==> src/rtl/best_fit_job_scheduler_assert.svh <==
// ----------------------------------------------------------------------------
// Best-fit job scheduler assertion macros
// Concurrent assertion wrappers that vanish when SYNTHESIS is defined.
// ----------------------------------------------------------------------------
`ifndef BEST_FIT_JOB_SCHEDULER_ASSERT_SVH
`define BEST_FIT_JOB_SCHEDULER_ASSERT_SVH
`ifndef SYNTHESIS
`define BFJS_ASSERT(lbl, prop) \
	lbl: assert property (@(posedge clk) disable iff (!arst_n) prop) \
		else $error("bfjs assertion failed");
`define BFJS_ASSERT_ALWAYS(lbl, prop) \
	lbl: assert property (@(posedge clk) prop) \
		else $error("bfjs assertion failed");
`else
`define BFJS_ASSERT(lbl, prop)
`define BFJS_ASSERT_ALWAYS(lbl, prop)
`endif
`endif

==> src/rtl/bfjs_pkg.sv <==
// ----------------------------------------------------------------------------
// Best-fit job scheduler package
// Shared widths, defaults, command and result codes and sequencer states.
// ----------------------------------------------------------------------------
package bfjs_pkg;

	localparam int QUEUE_DEPTH_DEF = 16;
	localparam int NODE_COUNT_DEF  = 16;

	localparam int AMOUNT_W  = 20;
	localparam int NODE_ID_W = 4;
	localparam int PENDING_W = 5;
	localparam int TOTAL_W   = 32;
	localparam int CODE_W    = 2;

	localparam int S_TDATA_W = 24;
	localparam int M_TDATA_W = 96;

	localparam logic [AMOUNT_W-1:0] AMOUNT_MAX = '1;
	localparam logic [TOTAL_W-1:0]  TOTAL_MAX  = '1;

	typedef enum logic [CODE_W-1:0] {
		CMD_ADD_JOB = 2'd0,
		CMD_ADD_RES = 2'd1,
		CMD_STEP    = 2'd2
	} cmd_t;

	typedef enum logic [CODE_W-1:0] {
		KIND_ACCEPT = 2'd0,
		KIND_FULL   = 2'd1,
		KIND_ASSIGN = 2'd2,
		KIND_DONE   = 2'd3
	} kind_t;

	typedef enum logic [3:0] {
		ST_IDLE,
		ST_ADD_JOB,
		ST_ACK,
		ST_RES_RD,
		ST_RES_WR,
		ST_JOB_RD,
		ST_SCAN,
		ST_DECIDE,
		ST_DONE
	} state_t;

endpackage

==> src/rtl/bfjs_node_table.sv <==
// ----------------------------------------------------------------------------
// Best-fit job scheduler node table
// Free-resource memory with one registered read port and one write port,
// plus a present flag per node held in flip-flops.
// ----------------------------------------------------------------------------
module bfjs_node_table #(
	parameter int NODE_COUNT = bfjs_pkg::NODE_COUNT_DEF,
	parameter int NODE_AW    = (NODE_COUNT > 1) ? $clog2(NODE_COUNT) : 1
) (
	input  logic                          clk,
	input  logic                          arst_n,
	input  logic                          rd_en,
	input  logic [NODE_AW-1:0]            rd_addr,
	output logic [bfjs_pkg::AMOUNT_W-1:0] rd_free,
	output logic                          rd_present,
	input  logic                          wr_en,
	input  logic [NODE_AW-1:0]            wr_addr,
	input  logic [bfjs_pkg::AMOUNT_W-1:0] wr_free
);

	logic [bfjs_pkg::AMOUNT_W-1:0] free_mem [NODE_COUNT];
	logic [NODE_COUNT-1:0]         present_q;
	logic [bfjs_pkg::AMOUNT_W-1:0] rd_free_q;
	logic                          rd_present_q;

	always_ff @(posedge clk) begin
		if (wr_en) begin
			free_mem[wr_addr] <= wr_free;
		end
		if (rd_en) begin
			rd_free_q <= free_mem[rd_addr];
		end
	end

	always_ff @(posedge clk or negedge arst_n) begin
		if (!arst_n) begin
			present_q    <= '0;
			rd_present_q <= 1'b0;
		end else begin
			if (wr_en) begin
				present_q[wr_addr] <= 1'b1;
			end
			if (rd_en) begin
				rd_present_q <= present_q[rd_addr];
			end
		end
	end

	assign rd_free    = rd_free_q;
	assign rd_present = rd_present_q;

endmodule

==> src/rtl/best_fit_job_scheduler.sv <==
// ----------------------------------------------------------------------------
// Best-fit job scheduler
// Keeps an arrival-ordered job queue and a free-resource count per node, and
// on a step command hands each queued job to the tightest node that fits.
//
// The input stream carries one command per item: cmd in tuser, amount and
// node id in tdata. The output stream returns result items: kind in tuser,
// the final result of a command marked by tlast. Add-resources reads the
// node entry, then writes the sum back. A step takes one job at a time: one
// queue read, then a sweep through the node memory, one node per cycle,
// through a single compare unit, then a decision that assigns the job or
// writes it back to the queue. The node memory read port sets the pace of
// the sweep. A command with code 3 is dropped.
// The block takes no item while a command is being worked on. One output
// register holds a result; when the receiver stalls, work waits until it is
// taken. Reset empties the queue, clears every node and both totals; no
// clearing pass is needed.
// ----------------------------------------------------------------------------
`include "best_fit_job_scheduler_assert.svh"

module best_fit_job_scheduler #(
	parameter int QUEUE_DEPTH = bfjs_pkg::QUEUE_DEPTH_DEF,
	parameter int NODE_COUNT  = bfjs_pkg::NODE_COUNT_DEF
) (
	input  logic                           clk,
	input  logic                           arst_n,
	input  logic                           s_tvalid,
	output logic                           s_tready,
	// amount [19:0], node_id [23:20]
	input  logic [bfjs_pkg::S_TDATA_W-1:0] s_tdata,
	// cmd [1:0]
	input  logic [bfjs_pkg::CODE_W-1:0]    s_tuser,
	output logic                           m_tvalid,
	input  logic                           m_tready,
	// chosen_node [3:0], job_amount [23:4], pending_jobs [28:24],
	// assigned_total [60:29], waited_total [92:61], zero [95:93]
	output logic [bfjs_pkg::M_TDATA_W-1:0] m_tdata,
	// kind [1:0]
	output logic [bfjs_pkg::CODE_W-1:0]    m_tuser,
	output logic                           m_tlast
);

	localparam int QCW     = $clog2(QUEUE_DEPTH + 1);
	localparam int QAW     = (QUEUE_DEPTH > 1) ? $clog2(QUEUE_DEPTH) : 1;
	localparam int SCW     = $clog2(NODE_COUNT + 1);
	localparam int NODE_AW = (NODE_COUNT > 1) ? $clog2(NODE_COUNT) : 1;
	localparam int AW      = bfjs_pkg::AMOUNT_W;
	localparam int TW      = bfjs_pkg::TOTAL_W;

	bfjs_pkg::state_t state_q, state_nx;

	logic [AW-1:0]                   amount_q;
	logic [bfjs_pkg::NODE_ID_W-1:0]  node_id_q;
	logic [QCW-1:0]                  count_q, count_nx, total_q, rd_q, wr_q;
	logic [TW-1:0]                   assigned_q, assigned_nx, waited_q, waited_nx;
	logic [SCW-1:0]                  scan_cnt_q;
	logic                            scan_vld_s1;
	logic [NODE_AW-1:0]              scan_idx_s1;
	logic                            found_q;
	logic [NODE_AW-1:0]              best_q;
	logic [AW-1:0]                   best_free_q;
	logic [AW-1:0]                   job_mem [QUEUE_DEPTH];
	logic [AW-1:0]                   job_rdata_q;

	logic                            m_tvalid_q, last_q;
	bfjs_pkg::kind_t                 kind_q;
	logic [bfjs_pkg::NODE_ID_W-1:0]  node_out_q;
	logic [AW-1:0]                   amt_out_q;
	logic [bfjs_pkg::PENDING_W-1:0]  pend_out_q;
	logic [TW-1:0]                   asg_out_q, wait_out_q;

	logic                            accept, out_free, full, last_job, in_range;
	logic                            fits, better, step_adv;
	logic [QCW-1:0]                  rd_inc;
	logic [AW:0]                     res_sum;
	logic [TW:0]                     wait_sum;
	logic [AW-1:0]                   res_base;

	logic                            emit, emit_last;
	bfjs_pkg::kind_t                 emit_kind;
	logic [bfjs_pkg::NODE_ID_W-1:0]  emit_node;
	logic [AW-1:0]                   emit_amt;
	logic                            job_we, job_re, node_re, node_we, scan_re;
	logic [QAW-1:0]                  job_waddr;
	logic [AW-1:0]                   job_wdata;
	logic [NODE_AW-1:0]              node_raddr, node_waddr;
	logic [AW-1:0]                   node_wdata, node_rd_free;
	logic                            node_rd_present;

	assign accept   = s_tvalid && s_tready;
	assign s_tready = (state_q == bfjs_pkg::ST_IDLE);
	assign out_free = !m_tvalid_q || m_tready;
	assign full     = (count_q >= QCW'(QUEUE_DEPTH));
	assign rd_inc   = rd_q + QCW'(1);
	assign last_job = (rd_inc >= total_q);
	assign in_range = (32'(s_tdata[23:20]) < 32'(NODE_COUNT));
	assign res_base = node_rd_present ? node_rd_free : '0;
	assign res_sum  = {1'b0, res_base} + {1'b0, amount_q};
	assign wait_sum = {1'b0, waited_q} + (TW + 1)'(wr_q);
	assign fits     = scan_vld_s1 && node_rd_present && (node_rd_free >= job_rdata_q);
	assign better   = !found_q || (node_rd_free < best_free_q);
	assign step_adv = (state_q == bfjs_pkg::ST_DECIDE) && (!found_q || out_free);

	bfjs_node_table #(
		.NODE_COUNT (NODE_COUNT),
		.NODE_AW    (NODE_AW)
	) u_node_table (
		.clk        (clk),
		.arst_n     (arst_n),
		.rd_en      (node_re),
		.rd_addr    (node_raddr),
		.rd_free    (node_rd_free),
		.rd_present (node_rd_present),
		.wr_en      (node_we),
		.wr_addr    (node_waddr),
		.wr_free    (node_wdata)
	);

	always_comb begin
		state_nx = state_q;
		unique case (state_q)
			bfjs_pkg::ST_IDLE: begin
				if (accept) begin
					case (bfjs_pkg::cmd_t'(s_tuser))
						bfjs_pkg::CMD_ADD_JOB: state_nx = bfjs_pkg::ST_ADD_JOB;
						bfjs_pkg::CMD_ADD_RES: state_nx = in_range ? bfjs_pkg::ST_RES_RD
							: bfjs_pkg::ST_ACK;
						bfjs_pkg::CMD_STEP: state_nx = (count_q == '0) ? bfjs_pkg::ST_DONE
							: bfjs_pkg::ST_JOB_RD;
						default: state_nx = bfjs_pkg::ST_IDLE;
					endcase
				end
			end
			bfjs_pkg::ST_ADD_JOB, bfjs_pkg::ST_ACK, bfjs_pkg::ST_RES_WR,
			bfjs_pkg::ST_DONE: begin
				if (out_free) state_nx = bfjs_pkg::ST_IDLE;
			end
			bfjs_pkg::ST_RES_RD: state_nx = bfjs_pkg::ST_RES_WR;
			bfjs_pkg::ST_JOB_RD: state_nx = bfjs_pkg::ST_SCAN;
			bfjs_pkg::ST_SCAN: begin
				if (scan_cnt_q == SCW'(NODE_COUNT) && !scan_vld_s1) begin
					state_nx = bfjs_pkg::ST_DECIDE;
				end
			end
			bfjs_pkg::ST_DECIDE: begin
				if (step_adv) begin
					state_nx = last_job ? bfjs_pkg::ST_DONE : bfjs_pkg::ST_JOB_RD;
				end
			end
			default: state_nx = bfjs_pkg::ST_IDLE;
		endcase
	end

	always_comb begin
		emit        = 1'b0;
		emit_last   = 1'b1;
		emit_kind   = bfjs_pkg::KIND_ACCEPT;
		emit_node   = '0;
		emit_amt    = '0;
		job_we      = 1'b0;
		job_re      = 1'b0;
		job_waddr   = count_q[QAW-1:0];
		job_wdata   = amount_q;
		node_re     = 1'b0;
		scan_re     = 1'b0;
		node_raddr  = scan_cnt_q[NODE_AW-1:0];
		node_we     = 1'b0;
		node_waddr  = NODE_AW'(node_id_q);
		node_wdata  = res_sum[AW] ? bfjs_pkg::AMOUNT_MAX : res_sum[AW-1:0];
		count_nx    = count_q;
		assigned_nx = assigned_q;
		waited_nx   = waited_q;
		unique case (state_q)
			bfjs_pkg::ST_ADD_JOB: begin
				emit      = out_free;
				emit_kind = full ? bfjs_pkg::KIND_FULL : bfjs_pkg::KIND_ACCEPT;
				job_we    = out_free && !full;
				if (job_we) count_nx = count_q + QCW'(1);
			end
			bfjs_pkg::ST_ACK: emit = out_free;
			bfjs_pkg::ST_RES_RD: begin
				node_re    = 1'b1;
				node_raddr = NODE_AW'(node_id_q);
			end
			bfjs_pkg::ST_RES_WR: begin
				emit    = out_free;
				node_we = out_free;
			end
			bfjs_pkg::ST_JOB_RD: job_re = 1'b1;
			bfjs_pkg::ST_SCAN: begin
				scan_re = (scan_cnt_q < SCW'(NODE_COUNT));
				node_re = scan_re;
			end
			bfjs_pkg::ST_DECIDE: begin
				if (found_q) begin
					emit        = out_free;
					emit_last   = 1'b0;
					emit_kind   = bfjs_pkg::KIND_ASSIGN;
					emit_node   = bfjs_pkg::NODE_ID_W'(best_q);
					emit_amt    = job_rdata_q;
					node_we     = out_free;
					node_waddr  = best_q;
					node_wdata  = best_free_q - job_rdata_q;
					if (out_free) begin
						count_nx    = count_q - QCW'(1);
						assigned_nx = (assigned_q == bfjs_pkg::TOTAL_MAX) ? assigned_q
							: assigned_q + TW'(1);
					end
				end else begin
					job_we    = 1'b1;
					job_waddr = wr_q[QAW-1:0];
					job_wdata = job_rdata_q;
				end
			end
			bfjs_pkg::ST_DONE: begin
				emit      = out_free;
				emit_kind = bfjs_pkg::KIND_DONE;
				count_nx  = wr_q;
				if (out_free) begin
					waited_nx = wait_sum[TW] ? bfjs_pkg::TOTAL_MAX : wait_sum[TW-1:0];
				end
			end
			default: ;
		endcase
	end

	always_ff @(posedge clk) begin
		if (job_we) begin
			job_mem[job_waddr] <= job_wdata;
		end
		if (job_re) begin
			job_rdata_q <= job_mem[rd_q[QAW-1:0]];
		end
		if (accept) begin
			amount_q  <= s_tdata[19:0];
			node_id_q <= s_tdata[23:20];
		end
		scan_idx_s1 <= scan_cnt_q[NODE_AW-1:0];
		if (fits && better) begin
			best_q      <= scan_idx_s1;
			best_free_q <= node_rd_free;
		end
		if (emit) begin
			kind_q     <= emit_kind;
			last_q     <= emit_last;
			node_out_q <= emit_node;
			amt_out_q  <= emit_amt;
			pend_out_q <= bfjs_pkg::PENDING_W'(count_nx);
			asg_out_q  <= assigned_nx;
			wait_out_q <= waited_nx;
		end
	end

	always_ff @(posedge clk or negedge arst_n) begin
		if (!arst_n) begin
			state_q     <= bfjs_pkg::ST_IDLE;
			count_q     <= '0;
			total_q     <= '0;
			rd_q        <= '0;
			wr_q        <= '0;
			assigned_q  <= '0;
			waited_q    <= '0;
			scan_cnt_q  <= '0;
			scan_vld_s1 <= 1'b0;
			found_q     <= 1'b0;
			m_tvalid_q  <= 1'b0;
		end else begin
			state_q     <= state_nx;
			count_q     <= count_nx;
			assigned_q  <= assigned_nx;
			waited_q    <= waited_nx;
			scan_vld_s1 <= scan_re;
			if (accept) begin
				total_q <= count_q;
				rd_q    <= '0;
				wr_q    <= '0;
			end
			if (state_q == bfjs_pkg::ST_JOB_RD) begin
				scan_cnt_q <= '0;
				found_q    <= 1'b0;
			end else begin
				if (scan_re) scan_cnt_q <= scan_cnt_q + SCW'(1);
				if (fits && better) found_q <= 1'b1;
			end
			if (step_adv) begin
				rd_q <= rd_inc;
				if (!found_q) wr_q <= wr_q + QCW'(1);
			end
			if (emit) begin
				m_tvalid_q <= 1'b1;
			end else if (m_tready) begin
				m_tvalid_q <= 1'b0;
			end
		end
	end

	assign m_tvalid = m_tvalid_q;
	assign m_tuser  = kind_q;
	assign m_tlast  = last_q;
	assign m_tdata  = {3'b000, wait_out_q, asg_out_q, pend_out_q, amt_out_q, node_out_q};

	`BFJS_ASSERT(a_last_marks_final, m_tvalid |-> (m_tlast == (m_tuser != bfjs_pkg::KIND_ASSIGN)))
	`BFJS_ASSERT(a_count_bounded, count_q <= QCW'(QUEUE_DEPTH))
	`BFJS_ASSERT(a_compaction_order, wr_q <= rd_q)
	`BFJS_ASSERT(a_assigned_monotonic, assigned_q >= $past(assigned_q))
	`BFJS_ASSERT(a_best_fits_job, found_q |-> (best_free_q >= job_rdata_q))

endmodule

==> config.mk <==
export PLATFORM = sky130hd
export DESIGN_NAME = best_fit_job_scheduler
export DESIGN_NICKNAME = d
export VERILOG_FILES = /design/src/rtl/bfjs_pkg.sv /design/src/rtl/bfjs_node_table.sv /design/src/rtl/best_fit_job_scheduler.sv
export VERILOG_INCLUDE_DIRS = /design/src /design/src/rtl
export SDC_FILE = /design/constraint.sdc
export NUM_CORES = 1
export LEC_CHECK = 0
export BUFFER_PORTS_ARGS = -buffer_cell sky130_fd_sc_hd__buf_2
export CAP_MARGIN = 20
export CORE_ASPECT_RATIO = 0.75
export CORE_MARGIN = 4
export CORE_UTILIZATION = 50
export CTS_BUF_LIST = sky130_fd_sc_hd__clkbuf_8 sky130_fd_sc_hd__clkbuf_16
export CTS_CLUSTER_SIZE = 20
export DETAILED_ROUTE_END_ITERATION = 12
export PLACE_DENSITY = 0.79
export SLEW_MARGIN = 40
export SYNTH_ARGS = -nofsm -noshare
export SYNTH_HDL_FRONTEND = slang
export SYNTH_SLANG_ARGS = --single-unit
==> constraint.sdc <==
create_clock -name clk -period 5.56 [get_ports clk]
set_input_delay 0.834 -clock clk [delete_from_list [all_inputs] [get_ports clk]]
set_output_delay 0.834 -clock clk [all_outputs]
set_load 0.01 [all_outputs]
# Word-level counts from Yosys, hierarchy flattened
# Memory sizes are Yosys's and may differ from the RTL's. A register that Yosys moved wholly into a read port is not among the register bits.
# Cells that the tools add are included.
dict set report op_classes {
  add_sub_neg 9
  n_mul 0
  n_div 0
  n_lt_le_gt_ge 8
  n_eq_ne 16
  shifts 0
  muxes 60
  bitwise_logic 1
  n_reduce_logical 25
}
# cell n
set op_table {}
lappend op_table {{32-bit two-way mux} 7}
lappend op_table {{20-bit two-way mux} 6}
lappend op_table {{5-bit two-way mux} 10}
lappend op_table {{4-bit two-way mux} 11}
lappend op_table {{32-bit by 5-bit adder with 33-bit output} 1}
lappend op_table {{32-bit by 1-bit adder with 32-bit output, second input constant} 1}
lappend op_table {{32-bit == test, second input constant} 1}
lappend op_table {{4-bit case mux with 6 select lines} 1}
lappend op_table {{20-bit by 20-bit adder with 21-bit output} 1}
lappend op_table {{5-bit by 1-bit adder with 5-bit output, second input constant} 4}
lappend op_table {{20-bit >= comparator} 1}
lappend op_table {{20-bit < comparator} 1}
lappend op_table {{20-bit subtractor} 1}
lappend op_table {{4-bit by 3-bit == test with 1-bit output, second input constant} 4}
lappend op_table {{16-bit OR} 1}
lappend op_table {{1-bit two-way mux} 15}
lappend op_table {{5-bit case mux with 3 select lines} 1}
lappend op_table {{4-bit case mux with 3 select lines} 1}
lappend op_table {{4-bit by 5-bit < comparator with 1-bit output, second input constant} 2}
lappend op_table {{4-bit by 2-bit == test with 1-bit output, second input constant} 2}
lappend op_table {{1-bit logical AND} 8}
lappend op_table {{1-bit case mux with 2 select lines} 4}
lappend op_table {{2-bit nonzero test} 4}
lappend op_table {{2-bit case mux with 3 select lines} 1}
lappend op_table {{23 further kinds} 30}
dict set report totals {
  regBits 261
  latchBits 0
  ramBits 640
  mem_bits_ro 0
  input_bits 30
  memories 2
}
# name words width read_ports rd_ports_with_merged_regs wr line_no
set mem_list {}
lappend mem_list {job_mem 16 20 1 1 1 best_fit_job_scheduler.sv:62} ;# logic [AW-1:0] job_mem [QUEUE_DEPTH];
lappend mem_list {u_node_table.free_mem 16 20 1 1 1 bfjs_node_table.sv:21} ;# logic [bfjs_pkg::AMOUNT_W-1:0] free_mem [NODE_COUNT];

# Depth between registers and ports, before layout
dict set report depth {
  depth_word 7
  depth_mapped 13
  mapped_depth_nobuf 10
}

# By module
# From an unflattened synthesis, not the netlist that was laid out.
dict set report unflattened {
  hier_cells 2241
  hier_area_um2 39238.9
}
# mod instances cells_each area_per_inst_um2 seq_area_each_um2
set modules_own_cells {}
lappend modules_own_cells {best_fit_job_scheduler 1 1714 25812.3 17016.3}
lappend modules_own_cells {bfjs_node_table 1 527 13426.6 10635.2}

# Least setup slack after synthesis
# No wires, ideal clock.
dict set report synth_path {
  path_kind {register to register}
  from {register u_node_table.rd_free_q (netlist bit u_node_table.rd_free[9]), read port of u_node_table.free_mem}
  to {register best_free_q[0], enable pin}
  arrival_ps 5449
  setup_slack_ps -425
  stages_incl_launch_ff 9
  period_less_slack_ps 5985
  cell_sequence {edfxtp_1 -> ha_1 -> a21oi_1 -> nor2b_1 -> o21ai_0 -> nand2b_1 -> a2111oi_0 -> a211oi_1 -> a2111oi_0}
}
dict set report synth_via {
  elab_chain_cells 3
  word_cells_on_any_way 5
  cone_classes {2 x order compare; 3 x reduce/logical}
}
# item line_no
set synth_lines {}
lappend synth_lines {{start: declaration} bfjs_node_table.sv:23} ;# logic [bfjs_pkg::AMOUNT_W-1:0] rd_free_q;
lappend synth_lines {{20-bit >= comparator / 20-bit < comparator (equally long branches)} {best_fit_job_scheduler.sv:100, best_fit_job_scheduler.sv:101}}
lappend synth_lines {{1-bit logical AND / 1-bit logical OR (equally long branches)} {best_fit_job_scheduler.sv:100, best_fit_job_scheduler.sv:101}}
lappend synth_lines {{1-bit logical AND *} best_fit_job_scheduler.sv:239} ;# if (fits && better) begin
lappend synth_lines {{end signal: assignment} best_fit_job_scheduler.sv:241} ;# best_free_q <= node_rd_free;
lappend synth_lines {{end: declaration} best_fit_job_scheduler.sv:61} ;# logic [AW-1:0] best_free_q;
# Mark *: on every way between the ends. The rest lies on a longest branch, timed or not.
# A chain may end at the register's enable or synchronous reset.

# Worst setup path in the final report
dict set report layout_path {
  from {register u_node_table.rd_present_q (netlist: u_node_table.rd_present)}
  to {memory u_node_table.free_mem[3][14] in the netlist's numbering (data pin)}
}
dict set report layout_via {
  elab_chain_cells 5
}
# item line_no
set layout_lines {}
lappend layout_lines {{start: declaration} bfjs_node_table.sv:24} ;# logic rd_present_q;
lappend layout_lines {{start signal: assignment} bfjs_node_table.sv:44} ;# rd_present_q <= present_q[rd_addr];
lappend layout_lines {{20-bit two-way mux *} best_fit_job_scheduler.sv:97} ;# assign res_base = node_rd_present ? node_rd_free : '0;
lappend layout_lines {{20-bit by 20-bit adder with 21-bit output *} best_fit_job_scheduler.sv:98} ;# assign res_sum = {1'b0, res_base} + {1'b0, amount_q};
lappend layout_lines {{20-bit two-way mux *} best_fit_job_scheduler.sv:169} ;# node_wdata = res_sum[AW] ? bfjs_pkg::AMOUNT_MAX : res_sum[AW-1:0];
lappend layout_lines {{20-bit two-way mux} best_fit_job_scheduler.sv:195} ;# if (found_q) begin
lappend layout_lines {{20-bit two-way mux *} best_fit_job_scheduler.sv:173} ;# unique case (state_q)
lappend layout_lines {{named net node_wdata[14]} best_fit_job_scheduler.sv:87} ;# logic [AW-1:0] node_wdata, node_rd_free;
lappend layout_lines {{end: declaration} bfjs_node_table.sv:21}
# The timed path passes the listed nets; every way through them passes the cells marked *.

==> flow_summary_export.csv <==
group,metric,value,unit
outcome,status,"finished clean",
global_route,grt_first_pass_wirelength,144000,um
place,finalWeightedCongestion,0.882,
clocking,cts_tree,"done",
timing,rsz0062_at_grt,"no",
critical_path,critPathKind,"reg -> reg",
floorplanning,io-pin-count,131,
timing,tightest_slew,0.879,ns
min_path,min_path_type,"in -> async",
floorplanning,die_area,83500,um^2
routing,num_vias,22800,
timing,setup_viol,0,
yosys,yosys.cell_types.count,78,
critical_path,start_kind,"flop",
clocking,clkTransAtPathRegs,0.07,ns
clocking,post_cts_resized,0,
routing,post-route-drc-count,0,
clocking,cts_hold_buf,0,
run,cap_violations,0,
yosys,synth_seq_cells,941,
global_route,gr-usage-all-layers,22.8,%
final_layout,synthToLayoutAreaGrowth,13.8,%
yosys,syn_area_per_cell,16.8,um^2
global_route,grt_pass1_vias,22700,
final_layout,drive_gt1_share,24.0,%
global_route,grt_start_max_net_pins,82,
yosys,async_flop_share,12.0,%
power,leakagePower,16.1,nW
timing,hold_violations,0,
timing,max_freq,228,MHz
routing,detail-route-antenna-nets,0,
timing,slew-limit-headroom,41.1,%
routing,post_drt_via_cell_ratio,6.20,
critical_path,r2r_start,"u_node_table.rd_present",
yosys,synth_cells,2346,
critical_path,startpoint,"u_node_table.rd_present",
clocking,cts.sinks,941,
yosys,ys_seq_area_share,70.1,%
critical_path,arrival,4.67,ns
routing,wire_per_inst,26.1,um
floorplanning,rows,88,
critical_path,cp-end-kind,"flop",
clocking,insertion_delay,0.66,ns
clocking,htreeDepth,3,
critical_path,ff2ff_setup_slack,1.17,ns
global_route,antenna_found_initial,1,
clocking,post_cts_buffers,0,
timing,maxSlewViolCount,0,
timing,period_share,79.0,%
floorplanning,coreArea,77500,um^2
routing,wl,96100,um
place,dpl.hpwl,59800,um
yosys,ys_warn_count,0,
critical_path,critPathCapture,"u_node_table.free_mem[3][14]",
timing,fin_setup_tns,0,ns
final_layout,post-route-util,58.0,%
critical_path,reg2reg_depth,11,
critical_path,r2r_end,"u_node_table.free_mem[3][14]",
floorplanning,start_util,50.9,%
place,numPortBuffers,127,
routing,drt_first_iter_violations,3268,
final_layout,finalNetCount,2698,
power,peakVddDrop,0.370,mV
floorplanning,fp.dieW,332,um
clocking,root_buffer,"clkbuf_16",
global_route,overflow,0,
timing,finClkSkew,0.0322,ns
yosys,synth_edf_count,824,
power,powerDensity,485,nW/um^2
yosys,synth_flop_cell,"edfxtp_1",
floorplanning,die_y,251,um
critical_path,worstPathRequired,5.84,ns
clocking,cts_max_path_buffers,3,
timing,min_period,4.39,ns
routing,drtPass1Iterations,6,
critical_path,path_max_fanout,22,
clocking,cts_buffers,85,
yosys,syn_area,39500,um^2
==> layer usage <==
metal	vias to the layer above	part of all wire [%]	global-route usage (%)
met4	2	2.5	6.78
met2	1452	47	35.6
met1	11500	39	32.7
li1	9663	-	-
met3	171	11	4.96
met5	-	0.0073	0
==> report_power, final <==
group | internal [W] | switching (W) | leakage, nW | total [W]
clock | 0.00338 | 0.00254 | 1.44 | 0.00592
combinational | 0.00232 | 0.00356 | 5.62 | 0.00588
sequential | 0.00943 | 0.000543 | 9.04 | 0.00998
==> cell type report <==
class	instances	area, um^2
antenna	2	5.00
clock buffer	92	2280
clock inverter	64	547
fill	5582	32600
inverter	72	270
multi-input combinational	1242	11300
sequential	941	27700
tap	1035	1290
timing repair buffer	228	1530
==> cell families (layout without fill, tap and decap cells) <==
| family | count (synthesis) | count (layout) | synth area share [%] |
|---|---|---|---|
| AOI/OAI and AO/OA | 323 | 323 | 5.29 |
| buffers and inverters | 165 | 456 | 1.81 |
| xor gates and xnor gates | 84 | 84 | 1.86 |
| muxes | 204 | 204 | 11.0 |
| other | 1 | 5 | 0.00950 |
| and+or+nand+nor | 530 | 530 | 6.78 |
| adders and majority gates | 98 | 98 | 3.16 |
| DFF | 941 | 941 | 70.1 |
==> how the worst min path moves through the flow <==
| stage | from | end |
|---|---|---|
| after floorplan | scan_idx_s1[0] | best_q[0] |
| after global placement | scan_idx_s1[1] | best_q[1] |
| after detailed placement | scan_idx_s1[1] | best_q[1] |
| after CTS | arst_n | waited_q[7] |
| after global routing | arst_n | waited_q[13] |
| final | arst_n | waited_q[15] |
==> synthesized netlist by cell type, drive strengths merged, types with 12 or more instances <==
master / n / area share, %
a22oi: 18 / 0.34
nor3: 24 / 0.32
nand2: 167 / 1.6
and3: 24 / 0.38
a31oi: 40 / 0.63
clkbuf: 55 / 0.52
nand3: 39 / 0.51
a21oi: 64 / 0.82
xor2: 35 / 0.78
nand4: 21 / 0.35
nor2: 109 / 1.0
a211oi: 31 / 0.59
a21o: 20 / 0.38
xnor2: 49 / 1.1
o21ai: 76 / 0.96
or2: 18 / 0.29
inv: 72 / 0.68
ha: 95 / 3.0
dfrtp: 113 / 7.2
o211ai: 13 / 0.25
buf: 38 / 0.60
mux4: 182 / 10
edfxtp: 824 / 63
mux2: 12 / 0.34
nor2b: 14 / 0.22
and2: 48 / 0.76
nand2b: 18 / 0.29
==> metrics by stage <==
stage | setup slack [ns] | cell area (um^2) | total power (W) | cells | hold WS [ns]
after global routing | 0.954 | 44900 | 0.0227 | 3674 | 0.260
final | 1.17 | 44900 | 0.0218 | 3676 | 0.220
after floorplan | 0.732 | 39500 | 0.0137 | 2348 | 0.386
after CTS | 1.23 | 44800 | 0.0217 | 3674 | 0.242
after global placement | 1.39 | 41800 | 0.0154 | 3508 | 0.389
after detailed placement | 1.22 | 42000 | 0.0158 | 3518 | 0.389
==> cell usage in the layout, fill, tap and decap left out, types with 73 or more instances in the layout <==
| master | n |
|---|---|
| nor2_1 | 73 |
| clkbuf_16 | 90 |
| ha_1 | 95 |
| edfxtp_1 | 824 |
| nand2_1 | 166 |
| mux4_2 | 182 |
| inv_1 | 83 |
| o21ai_0 | 76 |
| buf_2 | 126 |
| buf_4 | 89 |
| dfrtp_1 | 111 |
==> registers in the layout, indices dropped and copies added, names as in the netlist, 20 cells and up <==
signal / cells
amount_q: 20
amt_out_q: 20
asg_out_q: 32
assigned_q: 32
best_free_q: 20
job_mem: 320
job_rdata_q: 20
u_node_table.free_mem: 320
u_node_table.rd_free: 20
wait_out_q: 32
waited_q: 32
==> worst max-delay path, cell delays in order (launching register included) <==
cell and delay, ns:
dfrtp_1 0.65, and2_1 0.28, ha_1 0.22, fa_1 0.44
a211oi_1 0.26, nor2_1 0.11, a31o_2 0.28, o41ai_1 0.61
a21oi_1 0.14, nor2b_1 0.22, buf_4 0.40, a32oi_2 0.40
Note: power is estimated with default switching activity, not from simulation.
